--- config.mk ---
export PLATFORM = sky130hd
export DESIGN_NAME = vertex_attribute_to_float_core_flat
export DESIGN_NICKNAME = d
export VERILOG_FILES = /design/src/rtl/core/vatf_pkg.sv /design/src/rtl/core/vatf_in_if.sv /design/src/rtl/core/vatf_out_if.sv /design/src/rtl/core/vatf_lane.sv /design/src/rtl/core/vatf_merge.sv /design/src/rtl/core/vertex_attribute_to_float_core.sv /design/src/flat_wrapper.sv
export SDC_FILE = /design/constraint.sdc
export NUM_CORES = 2
export LEC_CHECK = 0
export ABC_AREA = 1
export BUFFER_PORTS_ARGS = -buffer_cell sky130_fd_sc_hd__clkbuf_2
export CAP_MARGIN = 10
export CELL_PAD_IN_SITES_DETAIL_PLACEMENT = 0
export CELL_PAD_IN_SITES_GLOBAL_PLACEMENT = 2
export CORE_ASPECT_RATIO = 0.6
export CORE_MARGIN = 3
export CORE_UTILIZATION = 36
export CTS_CLUSTER_SIZE = 24
export DETAILED_ROUTE_END_ITERATION = 10
export PLACE_DENSITY_LB_ADDON = 0.1
export SYNTH_ARGS = -nofsm -noshare
export SYNTH_HDL_FRONTEND = slang
export SYNTH_SLANG_ARGS = --single-unit
export TNS_END_PERCENT = 100
--- constraint.sdc ---
create_clock -name i_clk -period 19.8 [get_ports i_clk]
set_input_delay 1.98 -clock i_clk [delete_from_list [all_inputs] [get_ports i_clk]]
set_output_delay 1.98 -clock i_clk [all_outputs]
set_load 0.01 [all_outputs]
--- src/rtl/core/vatf_pkg.sv ---
`timescale 1ns / 1ps
// ----------------------------------------------------------------------------
// vatf_pkg
// Shared types, format codes and helpers for the vertex attribute converter.
// ----------------------------------------------------------------------------
package vatf_pkg;

    localparam int unsigned LANES = 4;

    localparam logic [2:0] FMT_RGBA16 = 3'd0;
    localparam logic [2:0] FMT_RGB32F = 3'd1;
    localparam logic [2:0] FMT_RGBA8  = 3'd2;
    localparam logic [2:0] FMT_RG32F  = 3'd3;
    localparam logic [2:0] FMT_R8     = 3'd4;

    localparam logic [1:0] NT_SNORM = 2'd0;
    localparam logic [1:0] NT_UNORM = 2'd1;
    localparam logic [1:0] NT_SINT  = 2'd2;
    localparam logic [1:0] NT_UINT  = 2'd3;

    localparam logic [1:0] REG_FORMAT = 2'd0;
    localparam logic [1:0] REG_NTYPE  = 2'd1;

    // Per-lane conversion controls
    typedef struct packed {
        logic w16;   // 16-bit components, else 8-bit
        logic norm;  // snorm or unorm
        logic sgn;   // signed interpretation
        logic flt;   // float pass-through
    } t_lane_cfg;

    function automatic t_lane_cfg vatf_decode(input logic [2:0] fmt, input logic [1:0] nt);
        t_lane_cfg c;
        c.w16  = (fmt == FMT_RGBA16);
        c.flt  = (fmt == FMT_RGB32F) || (fmt == FMT_RG32F);
        c.norm = (nt == NT_SNORM) || (nt == NT_UNORM);
        c.sgn  = (nt == NT_SNORM) || (nt == NT_SINT);
        return c;
    endfunction

    function automatic logic [2:0] vatf_count(input logic [2:0] fmt);
        logic [2:0] n;
        unique case (fmt)
            FMT_RGBA16: n = 3'd4;
            FMT_RGB32F: n = 3'd3;
            FMT_RGBA8:  n = 3'd4;
            FMT_RG32F:  n = 3'd2;
            FMT_R8:     n = 3'd1;
            default:    n = 3'd0;
        endcase
        return n;
    endfunction

    // x / (2^len - 1) for x < 2^len - 1 is x repeated as a binary fraction
    function automatic logic [47:0] vatf_rep(input logic [15:0] p, input int len);
        logic [47:0] f;
        int k;
        f = '0;
        k = 0;
        for (int j = 0; j < 48; j++) begin
            f[47 - j] = p[len - 1 - k];
            k = k + 1;
            if (k == len) begin
                k = 0;
            end
        end
        return f;
    endfunction

endpackage

--- src/rtl/core/vatf_in_if.sv ---
`timescale 1ns / 1ps
// ----------------------------------------------------------------------------
// vatf_in_if
// Vertex item channel: four raw components and the last marker.
// ----------------------------------------------------------------------------
interface vatf_in_if;
    logic        valid;
    logic        ready;
    logic [31:0] component_0;
    logic [31:0] component_1;
    logic [31:0] component_2;
    logic [31:0] component_3;
    logic        last_vertex;

    modport source (output valid, component_0, component_1, component_2, component_3,
                    last_vertex, input ready);
    modport sink (input valid, component_0, component_1, component_2, component_3,
                  last_vertex, output ready);
endinterface

--- src/rtl/core/vatf_out_if.sv ---
`timescale 1ns / 1ps
// ----------------------------------------------------------------------------
// vatf_out_if
// Result item channel: four single-precision values, lane count, last marker.
// ----------------------------------------------------------------------------
interface vatf_out_if;
    logic        valid;
    logic        ready;
    logic [31:0] value_0;
    logic [31:0] value_1;
    logic [31:0] value_2;
    logic [31:0] value_3;
    logic [2:0]  component_count;
    logic        last_out;

    modport source (output valid, value_0, value_1, value_2, value_3, component_count,
                    last_out, input ready);
    modport sink (input valid, value_0, value_1, value_2, value_3, component_count,
                  last_out, output ready);
endinterface

--- src/rtl/core/vatf_lane.sv ---
`timescale 1ns / 1ps
// ----------------------------------------------------------------------------
// vatf_lane
// One conversion lane: builds a fixed-point value (a quotient for snorm/unorm),
// registers it, then normalises and rounds to single precision; float input passes through.
// ----------------------------------------------------------------------------
module vatf_lane
    import vatf_pkg::*;
(
    input  logic        i_clk,
    input  logic        i_en,
    input  logic [31:0] i_raw,
    input  t_lane_cfg   i_cfg,
    output logic [31:0] o_value
);

    logic [15:0] u;
    logic        neg;
    logic [16:0] mag;
    logic [16:0] div;
    logic        ipart;
    logic [15:0] pat;
    logic [47:0] frac;
    logic [64:0] y;
    logic [5:0]  lz;

    logic [64:0] r_y;
    logic [5:0]  r_lz;
    logic        r_sign;
    logic        r_sticky;
    logic        r_zero;
    logic        r_flt;
    logic [31:0] r_raw;

    always_comb begin
        u   = i_cfg.w16 ? i_raw[15:0] : {8'd0, i_raw[7:0]};
        neg = i_cfg.sgn && (i_cfg.w16 ? i_raw[15] : i_raw[7]);
        if (neg) begin
            mag = i_cfg.w16 ? (17'h10000 - {1'b0, u}) : (17'h00100 - {1'b0, u});
        end else begin
            mag = {1'b0, u};
        end
        priority if (i_cfg.w16 && i_cfg.sgn) begin
            div = 17'd32767;
        end else if (i_cfg.w16) begin
            div = 17'd65535;
        end else if (i_cfg.sgn) begin
            div = 17'd127;
        end else begin
            div = 17'd255;
        end
        ipart = (mag >= div);
        pat   = ipart ? 16'(mag - div) : mag[15:0];
        priority if (i_cfg.w16 && i_cfg.sgn) begin
            frac = vatf_rep(pat, 15);
        end else if (i_cfg.w16) begin
            frac = vatf_rep(pat, 16);
        end else if (i_cfg.sgn) begin
            frac = vatf_rep(pat, 7);
        end else begin
            frac = vatf_rep(pat, 8);
        end
        y = i_cfg.norm ? {16'd0, ipart, frac} : {mag, 48'd0};
        // leading one always sits in the top 33 bits
        lz = 6'd32;
        for (int i = 0; i < 33; i++) begin
            if (y[32 + i]) begin
                lz = 6'(32 - i);
            end
        end
    end

    always_ff @(posedge i_clk) begin
        if (i_en) begin
            r_y      <= y;
            r_lz     <= lz;
            r_sign   <= neg;
            r_sticky <= i_cfg.norm && (pat != 16'd0);
            r_zero   <= (mag == 17'd0);
            r_flt    <= i_cfg.flt;
            r_raw    <= i_raw;
        end
    end

    logic [64:0] z;
    logic [22:0] mant;
    logic        g;
    logic        st;
    logic [23:0] mant_r;
    logic [7:0]  expo;

    always_comb begin
        z      = r_y << r_lz;
        mant   = z[63:41];
        g      = z[40];
        st     = (|z[39:0]) || r_sticky;
        mant_r = {1'b0, mant} + 24'(g && (st || mant[0]));
        expo   = 8'd143 - {2'd0, r_lz} + {7'd0, mant_r[23]};
        priority if (r_flt) begin
            o_value = r_raw;
        end else if (r_zero) begin
            o_value = 32'd0;
        end else begin
            o_value = {r_sign, expo, mant_r[22:0]};
        end
    end

endmodule

--- src/rtl/core/vatf_merge.sv ---
`timescale 1ns / 1ps
// ----------------------------------------------------------------------------
// vatf_merge
// Output register: gathers the lane values, clears unused lanes, adds count.
// ----------------------------------------------------------------------------
module vatf_merge
    import vatf_pkg::*;
(
    input  logic        i_clk,
    input  logic        i_en,
    input  logic [2:0]  i_fmt,
    input  logic        i_last,
    input  logic [31:0] i_value [LANES],
    output logic [31:0] o_value [LANES],
    output logic [2:0]  o_count,
    output logic        o_last
);

    logic [2:0]  cnt;
    logic [31:0] r_value [LANES];
    logic [2:0]  r_count;
    logic        r_last;

    assign cnt = vatf_count(i_fmt);

    always_ff @(posedge i_clk) begin
        if (i_en) begin
            for (int i = 0; i < LANES; i++) begin
                r_value[i] <= (3'(i) < cnt) ? i_value[i] : 32'd0;
            end
            r_count <= cnt;
            r_last  <= i_last;
        end
    end

    assign o_value = r_value;
    assign o_count = r_count;
    assign o_last  = r_last;

endmodule

--- src/rtl/core/vertex_attribute_to_float_core.sv ---
`timescale 1ns / 1ps
// ----------------------------------------------------------------------------
// vertex_attribute_to_float_core
// Converts one vertex of up to four snorm/unorm/sint/uint or float components
// to IEEE single-precision values.
// ----------------------------------------------------------------------------
// Takes one vertex per cycle unless the output stalls. Four lanes each
// register a fixed-point quotient (divisions by 2^n-1 become a repeated
// bit pattern), then normalise and round into the output register.
// Snorm/unorm results are correctly rounded singles. Write the format and
// number-type registers only while no item is in flight.
module vertex_attribute_to_float_core
    import vatf_pkg::*;
(
    input  logic       i_clk,
    input  logic       i_rst_n,
    input  logic       i_cfg_we,
    input  logic [1:0] i_cfg_idx,
    input  logic [2:0] i_cfg_data,
    vatf_in_if.sink    i_vtx,
    vatf_out_if.source o_res
);

    logic [2:0] r_fmt;
    logic [1:0] r_ntype;
    logic       r_v1;
    logic       r_v2;
    logic       r_last1;
    logic       en1;
    logic       en2;
    t_lane_cfg  lcfg;

    logic [31:0] raw      [LANES];
    logic [31:0] lane_val [LANES];
    logic [31:0] out_val  [LANES];

    always_ff @(posedge i_clk) begin
        if (!i_rst_n) begin
            r_fmt   <= FMT_RGBA16;
            r_ntype <= NT_SNORM;
        end else if (i_cfg_we) begin
            if (i_cfg_idx == REG_FORMAT) begin
                r_fmt <= i_cfg_data;
            end else if (i_cfg_idx == REG_NTYPE) begin
                r_ntype <= i_cfg_data[1:0];
            end
        end
    end

    assign en2         = !r_v2 || o_res.ready;
    assign en1         = !r_v1 || en2;
    assign i_vtx.ready = en1;
    assign lcfg        = vatf_decode(r_fmt, r_ntype);

    always_ff @(posedge i_clk) begin
        if (!i_rst_n) begin
            r_v1 <= 1'b0;
            r_v2 <= 1'b0;
        end else begin
            if (en1) begin
                r_v1 <= i_vtx.valid;
            end
            if (en2) begin
                r_v2 <= r_v1;
            end
        end
    end

    always_ff @(posedge i_clk) begin
        if (en1) begin
            r_last1 <= i_vtx.last_vertex;
        end
    end

    assign raw[0] = i_vtx.component_0;
    assign raw[1] = i_vtx.component_1;
    assign raw[2] = i_vtx.component_2;
    assign raw[3] = i_vtx.component_3;

    for (genvar g = 0; g < LANES; g++) begin : g_lane
        vatf_lane u_lane (
            .i_clk   (i_clk),
            .i_en    (en1),
            .i_raw   (raw[g]),
            .i_cfg   (lcfg),
            .o_value (lane_val[g])
        );
    end

    vatf_merge u_merge (
        .i_clk   (i_clk),
        .i_en    (en2),
        .i_fmt   (r_fmt),
        .i_last  (r_last1),
        .i_value (lane_val),
        .o_value (out_val),
        .o_count (o_res.component_count),
        .o_last  (o_res.last_out)
    );

    assign o_res.valid   = r_v2;
    assign o_res.value_0 = out_val[0];
    assign o_res.value_1 = out_val[1];
    assign o_res.value_2 = out_val[2];
    assign o_res.value_3 = out_val[3];

    a_stall_full: assert property (@(posedge i_clk) disable iff (!i_rst_n)
        !i_vtx.ready |-> (r_v1 && r_v2))
        else $error("input stalled with a free stage");

    a_unused_zero: assert property (@(posedge i_clk) disable iff (!i_rst_n)
        (o_res.valid && o_res.component_count < 3'd4) |-> (o_res.value_3 == 32'd0))
        else $error("unused lane not cleared");

    a_bad_fmt: assert property (@(posedge i_clk) disable iff (!i_rst_n)
        (o_res.valid && o_res.component_count == 3'd0) |->
        (o_res.value_0 == 32'd0 && o_res.value_1 == 32'd0))
        else $error("bad format gave values");

    a_advance: assert property (@(posedge i_clk) disable iff (!i_rst_n)
        (r_v1 && en2) |=> r_v2)
        else $error("item lost between stages");

endmodule

--- src/flat_wrapper.sv ---
// flat-port wrapper written by rule: the top's interface ports become plain ports
module vertex_attribute_to_float_core_flat import vatf_pkg::*;
  (i_clk, i_rst_n, i_cfg_we, i_cfg_idx, i_cfg_data, i_vtx_valid, i_vtx_component_0, i_vtx_component_1, i_vtx_component_2, i_vtx_component_3, i_vtx_last_vertex, i_vtx_ready, o_res_valid, o_res_value_0, o_res_value_1, o_res_value_2, o_res_value_3, o_res_component_count, o_res_last_out, o_res_ready);
  vatf_in_if i_vtx_i ();
  vatf_out_if o_res_i ();
  input  logic i_clk;
  input  logic i_rst_n;
  input  logic i_cfg_we;
  input  logic [1:0] i_cfg_idx;
  input  logic [2:0] i_cfg_data;
  input wire logic [$bits(i_vtx_i.valid)-1:0] i_vtx_valid;
  input wire logic [$bits(i_vtx_i.component_0)-1:0] i_vtx_component_0;
  input wire logic [$bits(i_vtx_i.component_1)-1:0] i_vtx_component_1;
  input wire logic [$bits(i_vtx_i.component_2)-1:0] i_vtx_component_2;
  input wire logic [$bits(i_vtx_i.component_3)-1:0] i_vtx_component_3;
  input wire logic [$bits(i_vtx_i.last_vertex)-1:0] i_vtx_last_vertex;
  output wire logic [$bits(i_vtx_i.ready)-1:0] i_vtx_ready;
  output wire logic [$bits(o_res_i.valid)-1:0] o_res_valid;
  output wire logic [$bits(o_res_i.value_0)-1:0] o_res_value_0;
  output wire logic [$bits(o_res_i.value_1)-1:0] o_res_value_1;
  output wire logic [$bits(o_res_i.value_2)-1:0] o_res_value_2;
  output wire logic [$bits(o_res_i.value_3)-1:0] o_res_value_3;
  output wire logic [$bits(o_res_i.component_count)-1:0] o_res_component_count;
  output wire logic [$bits(o_res_i.last_out)-1:0] o_res_last_out;
  input wire logic [$bits(o_res_i.ready)-1:0] o_res_ready;
  assign i_vtx_i.valid = i_vtx_valid;
  assign i_vtx_i.component_0 = i_vtx_component_0;
  assign i_vtx_i.component_1 = i_vtx_component_1;
  assign i_vtx_i.component_2 = i_vtx_component_2;
  assign i_vtx_i.component_3 = i_vtx_component_3;
  assign i_vtx_i.last_vertex = i_vtx_last_vertex;
  assign i_vtx_ready = i_vtx_i.ready;
  assign o_res_valid = o_res_i.valid;
  assign o_res_value_0 = o_res_i.value_0;
  assign o_res_value_1 = o_res_i.value_1;
  assign o_res_value_2 = o_res_i.value_2;
  assign o_res_value_3 = o_res_i.value_3;
  assign o_res_component_count = o_res_i.component_count;
  assign o_res_last_out = o_res_i.last_out;
  assign o_res_i.ready = o_res_ready;
  vertex_attribute_to_float_core u_core (.i_clk(i_clk), .i_rst_n(i_rst_n), .i_cfg_we(i_cfg_we), .i_cfg_idx(i_cfg_idx), .i_cfg_data(i_cfg_data), .i_vtx(i_vtx_i), .o_res(o_res_i));
endmodule
=== Yosys cells after proc, flatten, opt, wreduce, memory -nomap -nowiden ===
Index checks and enable logic that the tools add are counted.

* Flip-flop bits (word level): 565
* Input bits: 139
* Output and inout port bits: 134

* Add/sub/neg operators: 312
* Magnitude comparators: 154
* Eq/ne operators: 149
* Shifts and indexed selects: 4
* Muxes and demuxes: 2406
* Bitwise logic cells: 1
* Reduce and logical (&&, ||, !) cells: 66

{| class="wikitable"
|+ Operator list
! cell !! number
|-
| $mux 32 || 490
|-
| $lt 32x6->1 const B || 146
|-
| $add 32x2->32 const B || 142
|-
| $sub 4x32->32 const A || 81
|-
| $bmux 1 s4 || 584
|-
| $eq 32x5->1 const B || 71
|-
| $sub 5x32->32 const A || 65
|-
| $eq 32x4->1 const B || 40
|-
| $mux 1 || 1176
|-
| $eq 32x6->1 const B || 31
|-
| $mux 48 || 12
|-
| $mux 5 || 60
|-
| $mux 65 || 4
|-
| $shl 65x6->64 || 4
|-
| $mux 16 || 10
|-
| $reduce_or 40->1 || 4
|-
| $mux 17 || 8
|-
| $mux 4 || 32
|-
| $reduce_or 31->1 || 4
|-
| $add 23x1->24 || 4
|-
| $ge 17x16->1 || 4
|-
| $logic_not 17->1 || 4
|-
| $sub 17x16->17 const A || 4
|-
| $sub 9x16->17 const A || 4
|-
| other kinds (28) || 108
|}

=== Logic depth before layout (Yosys ltp) ===
* Depth after elaboration: 284
* Depth in mapped cells: 56

=== Cells and area by module ===
Synthesis repeated with hierarchy kept, for this count alone.

* Cell total of the unflattened synthesis: 6878
* Area, all modules: 47406.7 um2

{| class="wikitable"
|+ By module, submodules not included
! module !! times used !! cells an instance !! area each (um2)
|-
| vatf_lane at u_core.g_lane[1].u_lane || 1 || 1596 || 10533.9
|-
| vatf_lane at u_core.g_lane[2].u_lane || 1 || 1589 || 10516.3
|-
| vatf_lane at u_core.g_lane[0].u_lane || 1 || 1603 || 10490.1
|-
| vatf_lane at u_core.g_lane[3].u_lane || 1 || 1630 || 10465.0
|-
| vatf_merge || 1 || 413 || 5063.6
|-
| vertex_attribute_to_float_core || 1 || 47 || 337.8
|}

=== Least setup slack after synthesis ===
Ideal clock, no wire load.

* Path type: input to register
* Start: input port o_res_ready
* End: register u_core.g_lane[0].u_lane.r_lz[0] (enable)
* Arrival time: 11.468 ns
* Path slack: 4.189 ns
* Stages on the path: 2
* Path through: inv_1 nand3_1

* Word-level cells in the longest chain between the ends: 2

{| class="wikitable"
|+ Ends and longest elaborated chain
! what !! line !! text
|-
| from (decl) || flat_wrapper.sv:25 || <nowiki>input wire logic [$bits(o_res_i.ready)-1:0] o_res_ready;</nowiki>
|-
| $logic_or 1x1->1 || vertex_attribute_to_float_core.sv:50 || <nowiki>assign en2 = !r_v2 || o_res.ready;</nowiki>
|-
| $logic_or 1x1->1 || vertex_attribute_to_float_core.sv:51 || <nowiki>assign en1 = !r_v1 || en2;</nowiki>
|-
| net i_vtx_ready || flat_wrapper.sv:17 || <nowiki>output wire logic [$bits(i_vtx_i.ready)-1:0] i_vtx_ready;</nowiki>
|-
| to (signal assigned) || vatf_lane.sv:76 || <nowiki>r_lz <= lz;</nowiki>
|-
| to (decl) || vatf_lane.sv:28 || <nowiki>logic [5:0] r_lz;</nowiki>
|}

The timed path passes the listed nets, and every way through them passes these cells.
A chain may end at the register's enable or synchronous reset.

=== Worst setup path after layout ===
* Start: register u_core.r_fmt[1]
* End: register u_core.g_lane[2].u_lane.r_lz[2] (data pin)

* Elaborated cells on any way between the ends: 92
* Classes of those cells: 3 x add/sub; 1 x order compare; 84 x mux; 4 x reduce/logical

{| class="wikitable"
|+ RTL lines
! what !! line !! text
|-
| from (decl) || vertex_attribute_to_float_core.sv:24 || <nowiki>logic [2:0] r_fmt;</nowiki>
|-
| from (signal assigned) || vertex_attribute_to_float_core.sv:43 || <nowiki>r_fmt <= i_cfg_data;</nowiki>
|-
| $logic_not 3->1 (*) || vatf_pkg.sv:34 || <nowiki>c.w16 = (fmt == FMT_RGBA16);</nowiki>
|-
| $mux 16 || vatf_lane.sv:36 || <nowiki>u = i_cfg.w16 ? i_raw[15:0] : {8'd0, i_raw[7:0]};</nowiki>
|-
| $sub 17x16->17 / $sub 9x16->17 (equally long branches) || vatf_lane.sv:39 || <nowiki>mag = i_cfg.w16 ? (17'h10000 - {1'b0, u}) : (17'h00100 - {1'b0, u});</nowiki>
|-
| $mux 17 || vatf_lane.sv:39 ||
|-
| $mux 17 || vatf_lane.sv:38 || <nowiki>if (neg) begin</nowiki>
|-
| $ge 17x16->1 || vatf_lane.sv:52 || <nowiki>ipart = (mag >= div);</nowiki>
|-
| $mux 16 || vatf_lane.sv:53 || <nowiki>pat = ipart ? 16'(mag - div) : mag[15:0];</nowiki>
|-
| $mux 48 || vatf_lane.sv:58 || <nowiki>end else if (i_cfg.sgn) begin</nowiki>
|-
| $mux 48 || vatf_lane.sv:56 || <nowiki>end else if (i_cfg.w16) begin</nowiki>
|-
| $mux 48 (*) || vatf_lane.sv:54 || <nowiki>priority if (i_cfg.w16 && i_cfg.sgn) begin</nowiki>
|-
| $mux 65 (*) || vatf_lane.sv:63 || <nowiki>y = i_cfg.norm ? {16'd0, ipart, frac} : {mag, 48'd0};</nowiki>
|-
| net u_core.g_lane[2].u_lane.y[44] || vatf_lane.sv:24 || <nowiki>logic [64:0] y;</nowiki>
|-
| $mux 5 (*) (5 in a row) || vatf_lane.sv:67 || <nowiki>if (y[32 + i]) begin</nowiki>
|-
| $mux 4 (*) (8 in a row) || vatf_lane.sv:67 ||
|-
| $mux 3 (*) (4 in a row) || vatf_lane.sv:67 ||
|-
| to (signal assigned) || vatf_lane.sv:76 ||
|-
| to (decl) || vatf_lane.sv:28 ||
|}

Mark *: on every way through the listed nets, which the timed path passes. The rest lies on a longest branch. The select of a mux whose other input is x is not followed.

==> metrics.txt <==
# TYPE chip_impl_metric gauge
chip_impl_metric{name="die_height",unit="microns"} 283.4
chip_impl_metric{name="number_of_nets_in_the_finished_design",unit=""} 6975
chip_impl_info{name="netlist_top_cells_area",value="sky130_fd_sc_hd__edfxtp_1 (36%), sky130_fd_sc_hd__nand2_1 (15%), sky130_fd_sc_hd__o21ai_0 (9.1%)"} 1
chip_impl_info{name="post_synth_most_frequent_cells",value="sky130_fd_sc_hd__nand2_1 (1886), sky130_fd_sc_hd__o21ai_0 (840), sky130_fd_sc_hd__inv_1 (794)"} 1
chip_impl_metric{name="critical-path-max-stage-delay",unit="ps"} 980
chip_impl_info{name="worstSetupPathType",value="register to register"} 1
chip_impl_metric{name="ys_seq_area_share",unit="%"} 36.35
chip_impl_metric{name="drt-total-wl",unit="microns"} 181100
chip_impl_metric{name="timing.final.hold_violations",unit=""} 0
chip_impl_metric{name="grt_use_total",unit="%"} 26.25
chip_impl_metric{name="crit_fanout",unit=""} 93
chip_impl_metric{name="clock-skew-final",unit="ps"} 16.35
chip_impl_metric{name="post_synthesis_cells",unit=""} 6720
chip_impl_metric{name="setup_ws",unit="ps"} 11790
chip_impl_metric{name="syn-num-nets",unit=""} 6919
chip_impl_info{name="run_status",value="complete, no violations"} 1
chip_impl_metric{name="distinct_cells_synth",unit=""} 75
chip_impl_metric{name="cts_repair_resize_count",unit=""} 0
chip_impl_metric{name="preCtsSetupSlack",unit="ps"} 11170
chip_impl_metric{name="min_period",unit="ps"} 8013
chip_impl_info{name="critPathMostFrequentCell",value="sky130_fd_sc_hd__o21ai_0"} 1
chip_impl_metric{name="core",unit="sq um"} 126900
chip_impl_metric{name="power.total",unit="uW"} 8532
chip_impl_metric{name="slew_violations",unit=""} 0
chip_impl_info{name="synth_top_area_cell",value="sky130_fd_sc_hd__edfxtp_1"} 1
chip_impl_metric{name="buffer_ports.inserted",unit=""} 272
chip_impl_metric{name="clk-insertion-delay-late",unit="ps"} 680
chip_impl_metric{name="number_of_buffers_created_by_cts",unit=""} 60
chip_impl_metric{name="final-setup-viol-count",unit=""} 0
chip_impl_info{name="critical_path.endpoint_type",value="register"} 1
chip_impl_metric{name="number_of_global_route_vias_before_repair",unit=""} 41917
chip_impl_metric{name="cts.sinks",unit=""} 561
chip_impl_info{name="synth.most_common_cell",value="sky130_fd_sc_hd__nand2_1"} 1
chip_impl_metric{name="detailedPlacementHpwl",unit="microns"} 142300
chip_impl_metric{name="max_slew_margin",unit="%"} 24.16
chip_impl_metric{name="powerDensity",unit="nW/um^2"} 168.2
chip_impl_metric{name="synthesis.area",unit="sq um"} 46160
chip_impl_metric{name="postRouteAntennaNets",unit=""} 0
chip_impl_metric{name="placement_row_count",unit=""} 101
chip_impl_info{name="min-delay-path-class",value="register to register"} 1
chip_impl_metric{name="layoutNonFillerInstCount",unit=""} 8527
chip_impl_metric{name="number_of_flops_mapped_to_enable_cells_by_yosys",unit=""} 554
chip_impl_metric{name="cp_data_required_time",unit="ps"} 20200
chip_impl_metric{name="numPlacedInstances",unit=""} 8413
chip_impl_info{name="critical_path.startpoint_type",value="register"} 1
chip_impl_info{name="cts_tree",value="built"} 1
chip_impl_info{name="synth_ff_type",value="sky130_fd_sc_hd__edfxtp_1"} 1
chip_impl_metric{name="clock_slew_at_the_register_clock_pins_of_the_worst_setup_and_hold_paths",unit="ps"} 60
chip_impl_info{name="unrepaired_setup_endpoints_after_global_routing",value="no"} 1
chip_impl_metric{name="final_layout_size_suffix_gt1_share",unit="%"} 8.892
chip_impl_metric{name="fp.dieArea",unit="sq um"} 132700
chip_impl_metric{name="grt_first_pass_wirelength",unit="microns"} 269200
chip_impl_metric{name="detail_route.drc_violations",unit=""} 0
chip_impl_metric{name="detail_route.vias_per_cell",unit=""} 5.366
chip_impl_metric{name="max-vdd-ir-drop",unit="mV"} 0.1428
chip_impl_metric{name="htree_num_levels",unit=""} 2
chip_impl_metric{name="grt_antenna_before_repair",unit=""} 3
chip_impl_metric{name="tightest_slew",unit="ps"} 1136
chip_impl_metric{name="start_util",unit="%"} 36.38
chip_impl_metric{name="place_congestion",unit=""} 0.9294
chip_impl_metric{name="vias",unit=""} 45759
chip_impl_metric{name="design.portCount",unit=""} 273
chip_impl_info{name="cts-root-buf",value="sky130_fd_sc_hd__clkbuf_16"} 1
chip_impl_metric{name="post_cts_buffers",unit=""} 0
chip_impl_metric{name="first_pass_iters",unit=""} 5
chip_impl_metric{name="postSynthAreaPerCell",unit="sq um"} 6.869
chip_impl_metric{name="synth.top_cell.area_share",unit="%"} 36.04
chip_impl_metric{name="floorplan.die.width",unit="microns"} 468.3
chip_impl_metric{name="area_delta_synth_final",unit="%"} 9.897
chip_impl_metric{name="clock_tree.buffer_depth",unit=""} 3
chip_impl_metric{name="grt-ovfl-total",unit=""} 0
chip_impl_metric{name="synth-seq-cells",unit=""} 561
chip_impl_metric{name="yosys_warnings",unit=""} 0
chip_impl_metric{name="fmaxAchievable",unit="MHz"} 124.8
chip_impl_metric{name="timing.critical_path.arrival",unit="ps"} 8420
chip_impl_metric{name="final.period_utilization",unit="%"} 40.47
chip_impl_metric{name="wl_per_cell",unit="microns"} 21.24
chip_impl_metric{name="p_leak",unit="uW"} 0.02287
chip_impl_metric{name="grt_max_degree",unit=""} 94
chip_impl_metric{name="drt_initial_violations",unit=""} 4896
chip_impl_info{name="critPathSlowestCell",value="sky130_fd_sc_hd__inv_2"} 1
chip_impl_metric{name="maxCapViolations",unit=""} 0
chip_impl_metric{name="finalSetupTns",unit="ps"} 0
chip_impl_metric{name="cts_hold_repair.buffers",unit=""} 0
chip_impl_metric{name="ys_async_sr_fraction",unit="%"} 0
## per-stage QoR
step / utilization [%] / area (sq um) / hold slack [ps]
after detailed placement: 38.41 / 48730 / 413.9
final: 39.98 / 50720 / 436.8
after global routing: 39.98 / 50720 / 448.4
after CTS: 39.98 / 50720 / 440.4
after global placement: 38.41 / 48730 / 409.6
after floorplan: - / 46160 / 400.3
## registers in the layout, summed over array words and instances (netlist names), 2 cells and up
register,flops
u_core.g_lane.u_lane.r_raw,128
u_core.r_ntype,2
u_core.g_lane.u_lane.r_sign,4
u_core.g_lane.u_lane.r_lz,24
u_core.u_merge.o_count,3
u_core.g_lane.u_lane.r_sticky,4
u_core.r_fmt,3
u_core.u_merge.o_value,128
u_core.g_lane.u_lane.r_zero,4
u_core.g_lane.u_lane.r_y,256
## power by group
group,internal (uW),total [uW],switching [uW]
clock,640,1170,532
sequential,1750,1900,142
combinational,1530,5460,3940
total,3920,8530,4610
## per-layer routing
metal / routed length, microns / global-route usage (%)
met1: 95840 / 43.45
met2: 67500 / 33.75
met3: 15730 / 6.524
met4: 2039 / 3.461
met5: 0 / 0
## logic make-up after synthesis
logic type	count (synthesis)	share of synthesized area, %
fa+ha+maj	60	1.626
flops	561	36.35
compound gates	1503	18.06
mux	155	3.361
simple gates	3184	29.11
buf+inv	1186	10.15
xor+xnor	71	1.347
## critical path: cells and delay by family, from the launching register on
kind,cells,cell delay (ps)
compound gates,11,2530
simple gates,9,2350
buf+inv,5,1780
fa+ha+maj,1,370
xor+xnor,1,330
flops,1,310
## cell type report
class | count | area, sq um
Clock inverter | 45 | 459.2
Sequential cell | 561 | 16780
Clock buffer | 67 | 1528
Fill cell | 13843 | 76150
Inverter | 833 | 3137
Timing Repair Buffer | 347 | 1924
Multi-Input combinational cell | 4973 | 24770
Antenna cell | 2 | 5.005
Tap cell | 1699 | 2126
## placed cells by master (no fill, tap or decap), drive strengths merged, types with 7 or more instances in the layout
cell,synthesis,layout
a21o,11,11
o21ai,909,909
nand2,1916,1916
nor2,638,638
o31ai,59,59
o221ai,15,15
o22ai,11,11
nand4,100,100
or2,49,49
nand3b,25,25
inv,814,819
a32o,8,8
ha,60,60
nand3,299,299
nor3,80,80
clkbuf,224,339
clkinv,19,48
edfxtp,554,554
a31oi,71,71
nor4,40,40
a221oi,9,9
dfxtp,7,7
mux2i,155,155
a211oi,10,10
xnor2,23,23
and3,20,20
buf,129,75
xor2,48,48
a21oi,295,295
o211ai,55,55
a21boi,8,8
## final timing paths
check                   from                         endpoint  slack, ps  cells past startpoint
min reg2reg   u_core.r_last1            u_core.u_merge.o_last        440                      0
max reg2reg  u_core.r_fmt[1]  u_core.g_lane[2].u_lane.r_lz[2]      11790                     27
max          u_core.r_fmt[1]  u_core.g_lane[2].u_lane.r_lz[2]      11790                     27
min           u_core.r_last1            u_core.u_merge.o_last        440                      0
Note: power is estimated with default switching activity, not from simulation.
